### src/rtl/assert_macros.svh
// Shared assertion macros, clocked on i_clk and held off during reset.
`ifndef ASSERT_MACROS_SVH
`define ASSERT_MACROS_SVH

// Implication checked at every rising edge.
`define SBFD_ASSERT(label, prop, msg) \
    label: assert property (@(posedge i_clk) disable iff (!i_rst_n) (prop)) \
        else $error(msg);

// Condition that must hold at every rising edge.
`define SBFD_ALWAYS(label, cond, msg) \
    label: assert property (@(posedge i_clk) disable iff (!i_rst_n) (cond)) \
        else $error(msg);

`endif

### src/rtl/sbfd_pkg.sv
`default_nettype none

package sbfd_pkg;

    localparam int unsigned MAX_PAYLOAD = 64;
    localparam int unsigned CNT_W       = $clog2(MAX_PAYLOAD) + 1;
    localparam int unsigned NUM_TYPES   = 4;
    localparam int unsigned CAP_NUM     = 20;

    localparam logic [2:0] MODE_IDLE = 3'd4;

    localparam logic [15:0] SYNC_WORDS [NUM_TYPES] = '{
        16'hFC3E, 16'hFC1F, 16'h2302, 16'hFD05
    };

    // Payload positions kept for the type-0 readings.
    localparam logic [CNT_W-1:0] CAP_POS [CAP_NUM] = '{
        CNT_W'(2),  CNT_W'(3),  CNT_W'(4),  CNT_W'(5),
        CNT_W'(6),  CNT_W'(7),  CNT_W'(8),  CNT_W'(9),
        CNT_W'(12), CNT_W'(13), CNT_W'(14), CNT_W'(15),
        CNT_W'(16), CNT_W'(20), CNT_W'(31), CNT_W'(32),
        CNT_W'(35), CNT_W'(36), CNT_W'(37), CNT_W'(38)
    };

    typedef struct packed {
        logic [1:0]          frame_type;
        logic                checksum_ok;
        logic signed [15:0]  collector_temp;
        logic signed [15:0]  tank_temp;
        logic signed [15:0]  supply_temp;
        logic signed [15:0]  outdoor_temp;
        logic signed [15:0]  return_temp;
        logic signed [15:0]  flow_rate;
        logic [7:0]          pump_pwm;
        logic [7:0]          status_code;
        logic signed [15:0]  energy_day;
        logic signed [31:0]  energy_total;
    } t_result;

    function automatic logic [CNT_W-1:0] frame_len(input logic [1:0] ftype);
        return CNT_W'(SYNC_WORDS[ftype][7:0]) + CNT_W'(1);
    endfunction

    function automatic logic [7:0] sync_sum(input logic [1:0] ftype);
        return SYNC_WORDS[ftype][15:8] + SYNC_WORDS[ftype][7:0];
    endfunction

endpackage

`default_nettype wire

### src/rtl/solar_bus_frame_decoder_top.sv
// Frame decoder for a solar controller serial bus. Takes one received byte per beat
// on the input channel and accepts a beat every cycle when not stalled; a result beat
// leaves after the byte that closes a frame (input register, then result register).
// Frames open on sync words FC3E, FC1F, 2302, FD05 (types 0 to 3) with 63, 32, 3 or
// 6 payload bytes; a sync word inside a payload drops the partial frame. Readings are
// filled only for type 0 with a good checksum, and are zero otherwise. Input stalls
// only while a finished result waits and the next byte would close another frame.
`default_nettype none

module solar_bus_frame_decoder_top (
    input  wire logic         i_clk,
    input  wire logic         i_rst_n,
    input  wire logic         i_in_valid,
    output logic              o_in_ready,
    input  wire logic [7:0]   i_byte_value,
    output logic              o_out_valid,
    input  wire logic         i_out_ready,
    output logic [1:0]        o_frame_type,
    output logic              o_checksum_ok,
    output logic signed [15:0] o_collector_temp,
    output logic signed [15:0] o_tank_temp,
    output logic signed [15:0] o_supply_temp,
    output logic signed [15:0] o_outdoor_temp,
    output logic signed [15:0] o_return_temp,
    output logic signed [15:0] o_flow_rate,
    output logic [7:0]        o_pump_pwm,
    output logic [7:0]        o_status_code,
    output logic signed [15:0] o_energy_day,
    output logic signed [31:0] o_energy_total
);

    logic              in_valid;
    logic [7:0]        in_byte;
    logic              out_free;
    logic              res_valid;
    logic              step;
    sbfd_pkg::t_result res;
    sbfd_pkg::t_result out_res;

    assign step = in_valid && (!res_valid || out_free);

    sbfd_in_stage u_in (
        .i_clk   (i_clk),
        .i_rst_n (i_rst_n),
        .i_valid (i_in_valid),
        .o_ready (o_in_ready),
        .i_byte  (i_byte_value),
        .i_step  (step),
        .o_valid (in_valid),
        .o_byte  (in_byte)
    );

    sbfd_parser u_parser (
        .i_clk       (i_clk),
        .i_rst_n     (i_rst_n),
        .i_step      (step),
        .i_byte      (in_byte),
        .o_res_valid (res_valid),
        .o_result    (res)
    );

    sbfd_out_stage u_out (
        .i_clk    (i_clk),
        .i_rst_n  (i_rst_n),
        .i_load   (step && res_valid),
        .i_result (res),
        .o_free   (out_free),
        .o_valid  (o_out_valid),
        .i_ready  (i_out_ready),
        .o_result (out_res)
    );

    assign o_frame_type     = out_res.frame_type;
    assign o_checksum_ok    = out_res.checksum_ok;
    assign o_collector_temp = out_res.collector_temp;
    assign o_tank_temp      = out_res.tank_temp;
    assign o_supply_temp    = out_res.supply_temp;
    assign o_outdoor_temp   = out_res.outdoor_temp;
    assign o_return_temp    = out_res.return_temp;
    assign o_flow_rate      = out_res.flow_rate;
    assign o_pump_pwm       = out_res.pump_pwm;
    assign o_status_code    = out_res.status_code;
    assign o_energy_day     = out_res.energy_day;
    assign o_energy_total   = out_res.energy_total;

endmodule

`default_nettype wire

### src/rtl/sbfd_in_stage.sv
`default_nettype none

module sbfd_in_stage (
    input  wire logic       i_clk,
    input  wire logic       i_rst_n,
    input  wire logic       i_valid,
    output logic            o_ready,
    input  wire logic [7:0] i_byte,
    input  wire logic       i_step,
    output logic            o_valid,
    output logic [7:0]      o_byte
);

    logic       r_valid;
    logic [7:0] r_byte;

    assign o_ready = !r_valid || i_step;
    assign o_valid = r_valid;
    assign o_byte  = r_byte;

    always_ff @(posedge i_clk) begin
        if (!i_rst_n) begin
            r_valid <= 1'b0;
        end else if (o_ready) begin
            r_valid <= i_valid;
        end
    end

    always_ff @(posedge i_clk) begin
        if (i_valid && o_ready) begin
            r_byte <= i_byte;
        end
    end

endmodule

`default_nettype wire

### src/rtl/sbfd_parser.sv
`default_nettype none

module sbfd_parser (
    input  wire logic            i_clk,
    input  wire logic            i_rst_n,
    input  wire logic            i_step,
    input  wire logic [7:0]      i_byte,
    output logic                 o_res_valid,
    output sbfd_pkg::t_result    o_result
);

    logic [15:0]                   r_shift;
    logic [2:0]                    r_mode;
    logic [sbfd_pkg::CNT_W-1:0]    r_count;
    logic [7:0]                    r_sum;
    logic [7:0]                    r_cap [sbfd_pkg::CAP_NUM];

    logic [15:0]                   n_shift;
    logic [2:0]                    n_mode;
    logic [sbfd_pkg::CNT_W-1:0]    n_count;
    logic [7:0]                    n_sum;

    logic                          sync_hit;
    logic [1:0]                    sync_type;
    logic                          in_frame;
    logic [1:0]                    cur_type;
    logic [sbfd_pkg::CNT_W-1:0]    cur_len;
    logic [sbfd_pkg::CNT_W-1:0]    cnt_inc;
    logic [7:0]                    sum_inc;
    logic                          last;
    logic                          good0;
    logic                          res_step;

    assign n_shift  = {r_shift[7:0], i_byte};
    assign in_frame = (r_mode != sbfd_pkg::MODE_IDLE);
    assign cur_type = r_mode[1:0];
    assign cur_len  = sbfd_pkg::frame_len(cur_type);
    assign cnt_inc  = r_count + sbfd_pkg::CNT_W'(1);
    assign sum_inc  = r_sum + i_byte;
    assign last     = in_frame && !sync_hit && (cnt_inc >= cur_len);

    always_comb begin
        sync_hit  = 1'b0;
        sync_type = 2'd0;
        for (int t = sbfd_pkg::NUM_TYPES - 1; t >= 0; t--) begin
            if (n_shift == sbfd_pkg::SYNC_WORDS[t]) begin
                sync_hit  = 1'b1;
                sync_type = 2'(t);
            end
        end
    end

    always_comb begin
        n_mode  = r_mode;
        n_count = r_count;
        n_sum   = r_sum;
        priority if (sync_hit) begin
            n_mode  = {1'b0, sync_type};
            n_count = '0;
            n_sum   = sbfd_pkg::sync_sum(sync_type);
        end else if (in_frame) begin
            n_count = cnt_inc;
            n_sum   = sum_inc;
            if (last) begin
                n_mode = sbfd_pkg::MODE_IDLE;
            end
        end
    end

    always_ff @(posedge i_clk) begin
        if (!i_rst_n) begin
            r_shift <= '0;
            r_mode  <= sbfd_pkg::MODE_IDLE;
            r_count <= '0;
            r_sum   <= '0;
        end else if (i_step) begin
            r_shift <= n_shift;
            r_mode  <= n_mode;
            r_count <= n_count;
            r_sum   <= n_sum;
        end
    end

    always_ff @(posedge i_clk) begin
        if (i_step && in_frame && !sync_hit) begin
            for (int k = 0; k < sbfd_pkg::CAP_NUM; k++) begin
                if (r_count == sbfd_pkg::CAP_POS[k]) begin
                    r_cap[k] <= i_byte;
                end
            end
        end
    end

    assign o_res_valid = last;
    assign good0       = (sum_inc == 8'd0) && (cur_type == 2'd0);
    assign res_step    = i_step && o_res_valid;

    always_comb begin
        o_result             = '0;
        o_result.frame_type  = cur_type;
        o_result.checksum_ok = (sum_inc == 8'd0);
        if (good0) begin
            o_result.collector_temp = {r_cap[1],  r_cap[0]};
            o_result.tank_temp      = {r_cap[3],  r_cap[2]};
            o_result.supply_temp    = {r_cap[5],  r_cap[4]};
            o_result.outdoor_temp   = {r_cap[7],  r_cap[6]};
            o_result.return_temp    = {r_cap[9],  r_cap[8]};
            o_result.flow_rate      = {r_cap[11], r_cap[10]};
            o_result.pump_pwm       = r_cap[12];
            o_result.status_code    = r_cap[13];
            o_result.energy_day     = {r_cap[15], r_cap[14]};
            o_result.energy_total   = {r_cap[19], r_cap[18], r_cap[17], r_cap[16]};
        end
    end

`include "assert_macros.svh"

    `SBFD_ASSERT(a_res_in_frame, res_step |-> in_frame, "result outside a frame")
    `SBFD_ASSERT(a_idle_after_res, res_step |=> (r_mode == sbfd_pkg::MODE_IDLE), "frame left open")
    `SBFD_ALWAYS(a_count_bound, !in_frame || (r_count < cur_len), "byte count past frame length")

endmodule

`default_nettype wire

### src/rtl/sbfd_out_stage.sv
`default_nettype none

module sbfd_out_stage (
    input  wire logic               i_clk,
    input  wire logic               i_rst_n,
    input  wire logic               i_load,
    input  wire sbfd_pkg::t_result  i_result,
    output logic                    o_free,
    output logic                    o_valid,
    input  wire logic               i_ready,
    output sbfd_pkg::t_result       o_result
);

    logic              r_valid;
    sbfd_pkg::t_result r_result;

    assign o_free   = !r_valid || i_ready;
    assign o_valid  = r_valid;
    assign o_result = r_result;

    always_ff @(posedge i_clk) begin
        if (!i_rst_n) begin
            r_valid <= 1'b0;
        end else if (o_free) begin
            r_valid <= i_load;
        end
    end

    always_ff @(posedge i_clk) begin
        if (i_load && o_free) begin
            r_result <= i_result;
        end
    end

endmodule

`default_nettype wire
### config.mk
export PLATFORM = sky130hd
export DESIGN_NAME = solar_bus_frame_decoder_top
export DESIGN_NICKNAME = d
export VERILOG_FILES = /design/src/rtl/sbfd_pkg.sv /design/src/rtl/solar_bus_frame_decoder_top.sv /design/src/rtl/sbfd_in_stage.sv /design/src/rtl/sbfd_parser.sv /design/src/rtl/sbfd_out_stage.sv
export VERILOG_INCLUDE_DIRS = /design/src /design/src/rtl
export SDC_FILE = /design/constraint.sdc
export NUM_CORES = 1
export LEC_CHECK = 0
export BUFFER_PORTS_ARGS = -buffer_cell sky130_fd_sc_hd__buf_2
export CAP_MARGIN = 10
export CORE_ASPECT_RATIO = 1.2
export CORE_MARGIN = 2
export CORE_UTILIZATION = 30
export DETAILED_ROUTE_END_ITERATION = 8
export GPL_ROUTABILITY_DRIVEN = 0
export GPL_TIMING_DRIVEN = 0
export PLACE_DENSITY = 0.45
export SLEW_MARGIN = 20
export SYNTH_ARGS = -nofsm -noshare
export SYNTH_HDL_FRONTEND = slang
export SYNTH_SLANG_ARGS = --single-unit
### constraint.sdc
create_clock -name i_clk -period 28.3 [get_ports i_clk]
set_clock_uncertainty 0.05 [all_clocks]
set_input_delay 1.415 -clock i_clk [delete_from_list [all_inputs] [get_ports i_clk]]
set_output_delay 1.415 -clock i_clk [all_outputs]
set_load 0.05 [all_outputs]
# Yosys cells after proc, flatten, opt, wreduce, memory -nomap -nowiden

Memories as Yosys holds them, arrays and structs flattened. A register that Yosys moved wholly into a read port is not among the register bits.
Index checks and enable logic that the tools add are counted.

Logic and storage cells: 243
Bits in registers: 39
RAM bits: 160
Memories: 1

Reductions and logical operators: 61
Muxes and demuxes: 138
Bitwise gates (word level): 2
Add/subtract/negate cells: 4
Equal/unequal tests: 25
Magnitude comparators: 3

Memory list:

| memory         | words | bits a word | read ports | clocked after Yosys merged registers in | wr ports | line              | text |
|---|---|---|---|---|---|---|---|
| u_parser.r_cap | 20    | 8           | 20         | 20                                      | 1        | sbfd_parser.sv:16 | `logic [7:0] r_cap [sbfd_pkg::CAP_NUM];` |

Operators by type and width:

| kind                 | number |
|---|---|
| $mux 8               | 21 |
| $reduce_or 8->1      | 19 |
| $mux 5               | 19 |
| $mux 1               | 83 |
| $bmux 16 s2          | 2 |
| $eq 16x16->1 const B | 3 |
| $eq 7x4->1 const B   | 6 |
| $eq 7x6->1 const B   | 5 |
| $mux 16              | 2 |
| $eq 7x3->1 const B   | 4 |
| $mux 7               | 4 |
| $logic_not 1->1      | 24 |
| $eq 7x5->1 const B   | 3 |
| $add 8x8->8          | 2 |
| $eq 16x14->1 const B | 1 |
| $add 7x1->7 const B  | 2 |
| $eq 7x2->1 const B   | 2 |
| $logic_and 1x1->1    | 9 |
| $mux 3               | 3 |
| $logic_not 8->1      | 1 |
| $mux 2               | 4 |
| $ge 7x7->1           | 1 |
| $ge 3x3->1 const B   | 2 |
| $not 2->3            | 2 |
| other kinds (6)      | 9 |

# Logic depth before layout (Yosys ltp)

Word-level depth: 35
Gate-level depth with buffers: 15
Gate-level depth less buffers: 13

# Cells and area by module

A second synthesis with hierarchy kept.

Cells, all modules: 807
Area, all modules: 13411.6 sq um

Modules (own cells, without submodules):

| module                      | area an instance (sq um) | times used | cells an instance |
|---|---|---|---|
| sbfd_parser                 | 8142.8                   | 1          | 623 |
| sbfd_out_stage              | 4952.2                   | 1          | 168 |
| sbfd_in_stage               | 297.8                    | 1          | 13 |
| solar_bus_frame_decoder_top | 18.8                     | 1          | 3 |

# Worst setup path after synthesis

No wires, ideal clock.

Path kind: register -> register
Start: reg u_parser.r_count[3] (netlist name)
End: reg u_out.o_result[0] (netlist name)
Stages on the path, launching flop included: 13
Library setup time: 689 ps
Required time: 27561 ps
Clock period less this slack: 9985 ps
Path slack: 18315 ps
Buffers on the path: 1
Data arrival time: 9247 ps
Cells stage by stage: dfxtp_1 clkbuf_1 nand3_1 inv_1 nand3_1 and2_1 or2_2 ha_1 and2_1 a221o_1 a41oi_1 or3_1 nor2_1

Word-level cells in the longest chain between the ends: 8

RTL lines:

| what                   | line                              | text |
|---|---|---|
| from (decl)            | sbfd_parser.sv:14                 | `logic [sbfd_pkg::CNT_W-1:0] r_count;` |
| from (signal assigned) | sbfd_parser.sv:79                 | `r_count <= n_count;` |
| $add 7x1->7 (*)        | sbfd_parser.sv:38                 | `assign cnt_inc = r_count + sbfd_pkg::CNT_W'(1);` |
| $ge 7x7->1 (*)         | sbfd_parser.sv:40                 | `assign last = in_frame && !sync_hit && (cnt_inc >= cur_len);` |
| $logic_and 1x1->1 (*)  | sbfd_parser.sv:40                 |  |
| $logic_not 1->1        | solar_bus_frame_decoder_top.sv:40 | `assign step = in_valid && (!res_valid \|\| out_free);` |
| $logic_or 1x1->1       | solar_bus_frame_decoder_top.sv:40 |  |
| $logic_and 1x1->1      | solar_bus_frame_decoder_top.sv:40 |  |
| $logic_and 1x1->1 (*)  | n/a                               |  |
| $logic_and 1x1->1 (*)  | sbfd_out_stage.sv:30              | `if (i_load && o_free) begin` |

Every way passes the cells marked *; elsewhere a longest branch is shown, timed or not.
A chain may end at the register's enable or synchronous reset.

# Worst setup path in the final report

Start: reg u_parser.r_count[3] (netlist name)
End: out o_in_ready

Word-level cells in the longest chain between the ends: 7

RTL lines:

| what              | line                              | text |
|---|---|---|
| $add 7x1->7       | sbfd_parser.sv:38                 |  |
| $ge 7x7->1        | sbfd_parser.sv:40                 |  |
| $logic_and 1x1->1 | sbfd_parser.sv:40                 |  |
| $logic_not 1->1   | solar_bus_frame_decoder_top.sv:40 |  |
| $logic_or 1x1->1  | solar_bus_frame_decoder_top.sv:40 |  |
| $logic_and 1x1->1 | solar_bus_frame_decoder_top.sv:40 |  |
| $logic_or 1x1->1  | sbfd_in_stage.sv:17               | `assign o_ready = !r_valid \|\| i_step;` |
| to (decl)         | solar_bus_frame_decoder_top.sv:14 | `output logic o_in_ready,` |

No other way between the ends.

==> results.txt <==
- Counting the fill cells in the layout gives about 4200.
* Register cell area after layout: 10500 sq um
- Number of antenna violations at the first check in global routing: 0
* Count of non-filler cells in the finished layout: 1640
- Measured slew at the worst slew-check pin: around 1100 ps
- Starting density of the core: 30.4%
- For this run, the top clock speed supported by timing is ~0.18 GHz.
- Warnings, synthesis: 0
* Max_cap viols: 0
* Highest-count cells in the layout ignoring fill and taps: edfxtp_1, buf_2, and2_1
* Required @ worst endpoint: about 27000 ps
* Cells on Worst Hold Path: 2
- Commonest non-fill, non-tap cell in the layout: edfxtp_1
- Measured along the x axis, the die boundary spans approximately 200 microns.
- After synthesis, the mean cell area works out to 16.6 sq um.
- Number of sinks handled by clock tree synthesis: about 360
- In this run the register-to-register setup slack is ~23000 ps.
- Once detail routing completed, the nets flagged for antenna violations numbered 0.
- # resized after CTS: 0
- Full die area: approximately 46000 sq um
* Clock Tree Root: clkbuf_16
- Shortest clock period the worst path allows after layout: roughly 5400 ps
* Final count of pins violating max slew: 0
- The clock passes through at most 3 buffers.
- The cell count after synthesis came out at about 800.
- At the end of the flow the core is filled with cells to about 38%.
- Prior to clock tree synthesis, the placed netlist has a worst setup slack of between 20000 and 25000 ps.
- Die H: about 240 microns
- After synthesis, the share of flip-flops with an asynchronous set or reset is 0%.
* Number of flip-flops and latches in the synthesized netlist: between 300 and 400
* Number of port buffers: between 150 and 200
- The final hold violation count came to 0.
- Met1 Resource Use GR: 18.2%
- TritonCTS created 38 clock buffers.
- Setup slack closes at ~23000 ps.
- The number of nets in the synthesized netlist is 846.
- Total routing resource utilization after global routing: 14.1%
- The floorplan has 84 rows.
- Cell Pwr Density: 63.8 nW/um^2
* Worst min path class: flip-flop to flip-flop
- The area growth from synthesis to layout is 24.4%.
- Main flop type after synthesis: edfxtp_1
- Share of the clock period used by the worst path after layout: just under 20%
- The post-route netlist has between 20% and 30% of its cells at a drive strength greater than 1.
- At the end of the flow, the number of nets in the layout was ~1100.
- Kind of capture point of the worst setup path: output port
* Setup repair after global routing missed its margin: no
- Final setup violation count: 0
* Number of synthesized flops with an enable pin: around 330
* Arrival @ worst endpoint: 3980 ps
- Hold-fix buffers, CTS: 0
- For this run the aggregate overflow at the end of global routing stands at 0.
- Routed vias: 7211
* Top-level I/O count: 177
- Crit path launch type: flip-flop
- Counting tap cells, the placed design contains a total of approximately 1600 instances.
- After synthesis, flip-flops and latches occupy 78.6% of the total area.
* Iteration-0 DRC Markers: approximately 400
- Routed WL per cell: roughly 20 microns
- Number of antenna diodes: 0
- Post-CTS Repair Setup Buffers: 0
- H-Tree Level Count: 2
* Standard cell core area: 43900 sq um
* Multi-input logic area: 2740 sq um
- The pre-antenna-repair detailed-routing pass consisted of 4 iterations.
- Across the VDD grid, the largest voltage drop is around 0.030 mV.
- Worst slew margin relative to its limit: roughly 30%
- The via count of the first global-routing pass came to about 7000.
- Global routing used about a quarter of the available met2 tracks.
- Leakage power total: ~5.5 nW
- The routed design has around 33 mm of wire.
- Global routing used under 10% of the available met3 tracks.
* Cell count of the worst reg-to-reg path: 14
- Run status: finished clean
* Critical Setup Path Class: flip-flop to output port
- Of all nets on the critical path, the largest fanout is 10.
* Reg clk slew, reported paths: about 70 ps
* Hpwl dp: between 20 and 25 mm
- Clock latency at the later pin of the worst-skew pair: approximately 520 ps
- In this run the most used layer during global routing was met2.
- Post-synthesis cell type count: 50
* First-pass GRT wire length: between 40 and 50 mm
- In the routed layout, each cell is associated on average with a via count of 4.40.
- TritonCTS built the clock tree.
- Post-Syn Area: about 13000 sq um
- Setup TNS: 0 ps
* Maximum number of pins on one net before global-route repair: 28
- In the routed design, unresolved DRC markers number 0.
-- Yosys cell counts (2+ instances only) --
master,instances,share of area [%]
and3_1,2,0.094
and2_1,167,7.8
clkbuf_1,12,0.34
nand3_1,24,0.90
a221o_1,3,0.22
inv_1,14,0.39
nor4b_1,3,0.20
o21a_1,2,0.11
nor2_1,19,0.53
nand2b_1,4,0.19
dfxtp_1,28,4.2
buf_2,15,0.56
or2_2,4,0.19
mux2i_1,9,0.67
a21o_1,7,0.39
nand2_1,33,0.93
or3_1,4,0.19
a41o_1,2,0.15
o21ai_0,7,0.26
a21oi_1,27,1.0
ha_1,27,2.5
nand4_1,2,0.094
nand4b_1,4,0.26
nor4_1,7,0.33
edfxtp_1,331,74
xor2_1,4,0.26
nor2b_1,4,0.19
o211ai_1,5,0.28
xnor2_1,4,0.26
nor3_1,12,0.45
-- layer usage --
layer	wire [microns]	part of all wire [%]
met4	674	2.1
met5	0	0
met1	14100	43
met2	16500	51
met3	1320	4.0
-- path summary, 6_finish.rpt --
path	startpoint	end
hold / removal	u_parser.r_sum[6]	u_parser.r_sum[6]
setup / recovery	u_parser.r_count[3]	o_in_ready
setup reg to reg	u_parser.r_count[3]	u_parser.r_cap[1][7]
hold reg to reg	u_parser.r_sum[6]	u_parser.r_sum[6]
-- logic make-up (layout without fill, tap and decap cells) --
logic type,count (synthesis),in the layout,share of synthesized area [%]
xor+xnor,8,8,0.525
buf+inv,44,319,1.41
flops,359,359,78.6
mux,9,9,0.675
fa+ha+maj,28,28,2.68
simple gates,295,295,12.9
compound gates,63,63,3.16
-- critical path: stages, from the launching register on --
cell and delay [ps]:
dfxtp_1 310, clkbuf_1 400, nand3_1 290, inv_1 150, nand3_1 100, and2_1 200
or2_2 300, ha_1 310, and2_1 190, a221o_1 310, a41oi_1 270, nor2_1 140
nand4_1 180, buf_2 290
-- registers in the layout (all words and copies together) (netlist names) --
name	cells
u_out.o_valid	1
u_parser.r_mode	3
u_in.o_valid	1
u_out.o_result	163
u_parser.r_sum	8
u_parser.r_shift	8
u_in.o_byte	8
u_parser.r_count	7
u_parser.r_cap	160
-- through the flow --
| step | hold WS, ps | power (mW) | instance area [sq um] |
|---|---|---|---|
| after floorplan | 380 | 0.595 | 13400 |
| after global placement | 412 | 0.604 | 14900 |
| after detailed placement | 415 | 0.607 | 15500 |
| after CTS | 428 | 1.07 | 16600 |
| after global routing | 441 | 1.10 | 16600 |
| final | 424 | 1.06 | 16600 |
-- power breakdown --
| group | total (mW) | switching, mW | internal, mW |
|---|---|---|---|
| clock | 0.465 | 0.201 | 0.264 |
| sequential | 0.579 | 0.00274 | 0.576 |
| combinational | 0.0161 | 0.0100 | 0.00608 |
| total | 1.06 | 0.214 | 0.846 |
-- final cells by class --
class | count | share of cell area, %
plain buffers | 29 | 0.790
multi-input cells | 403 | 16.5
repair buffers | 209 | 8.09
clock buffers | 50 | 6.38
inverters | 15 | 0.339
well taps | 559 | 4.21
flip-flops and latches | 359 | 63.2
clock inverters | 16 | 0.519
No activity file was read; power rests on OpenSTA's default activity.
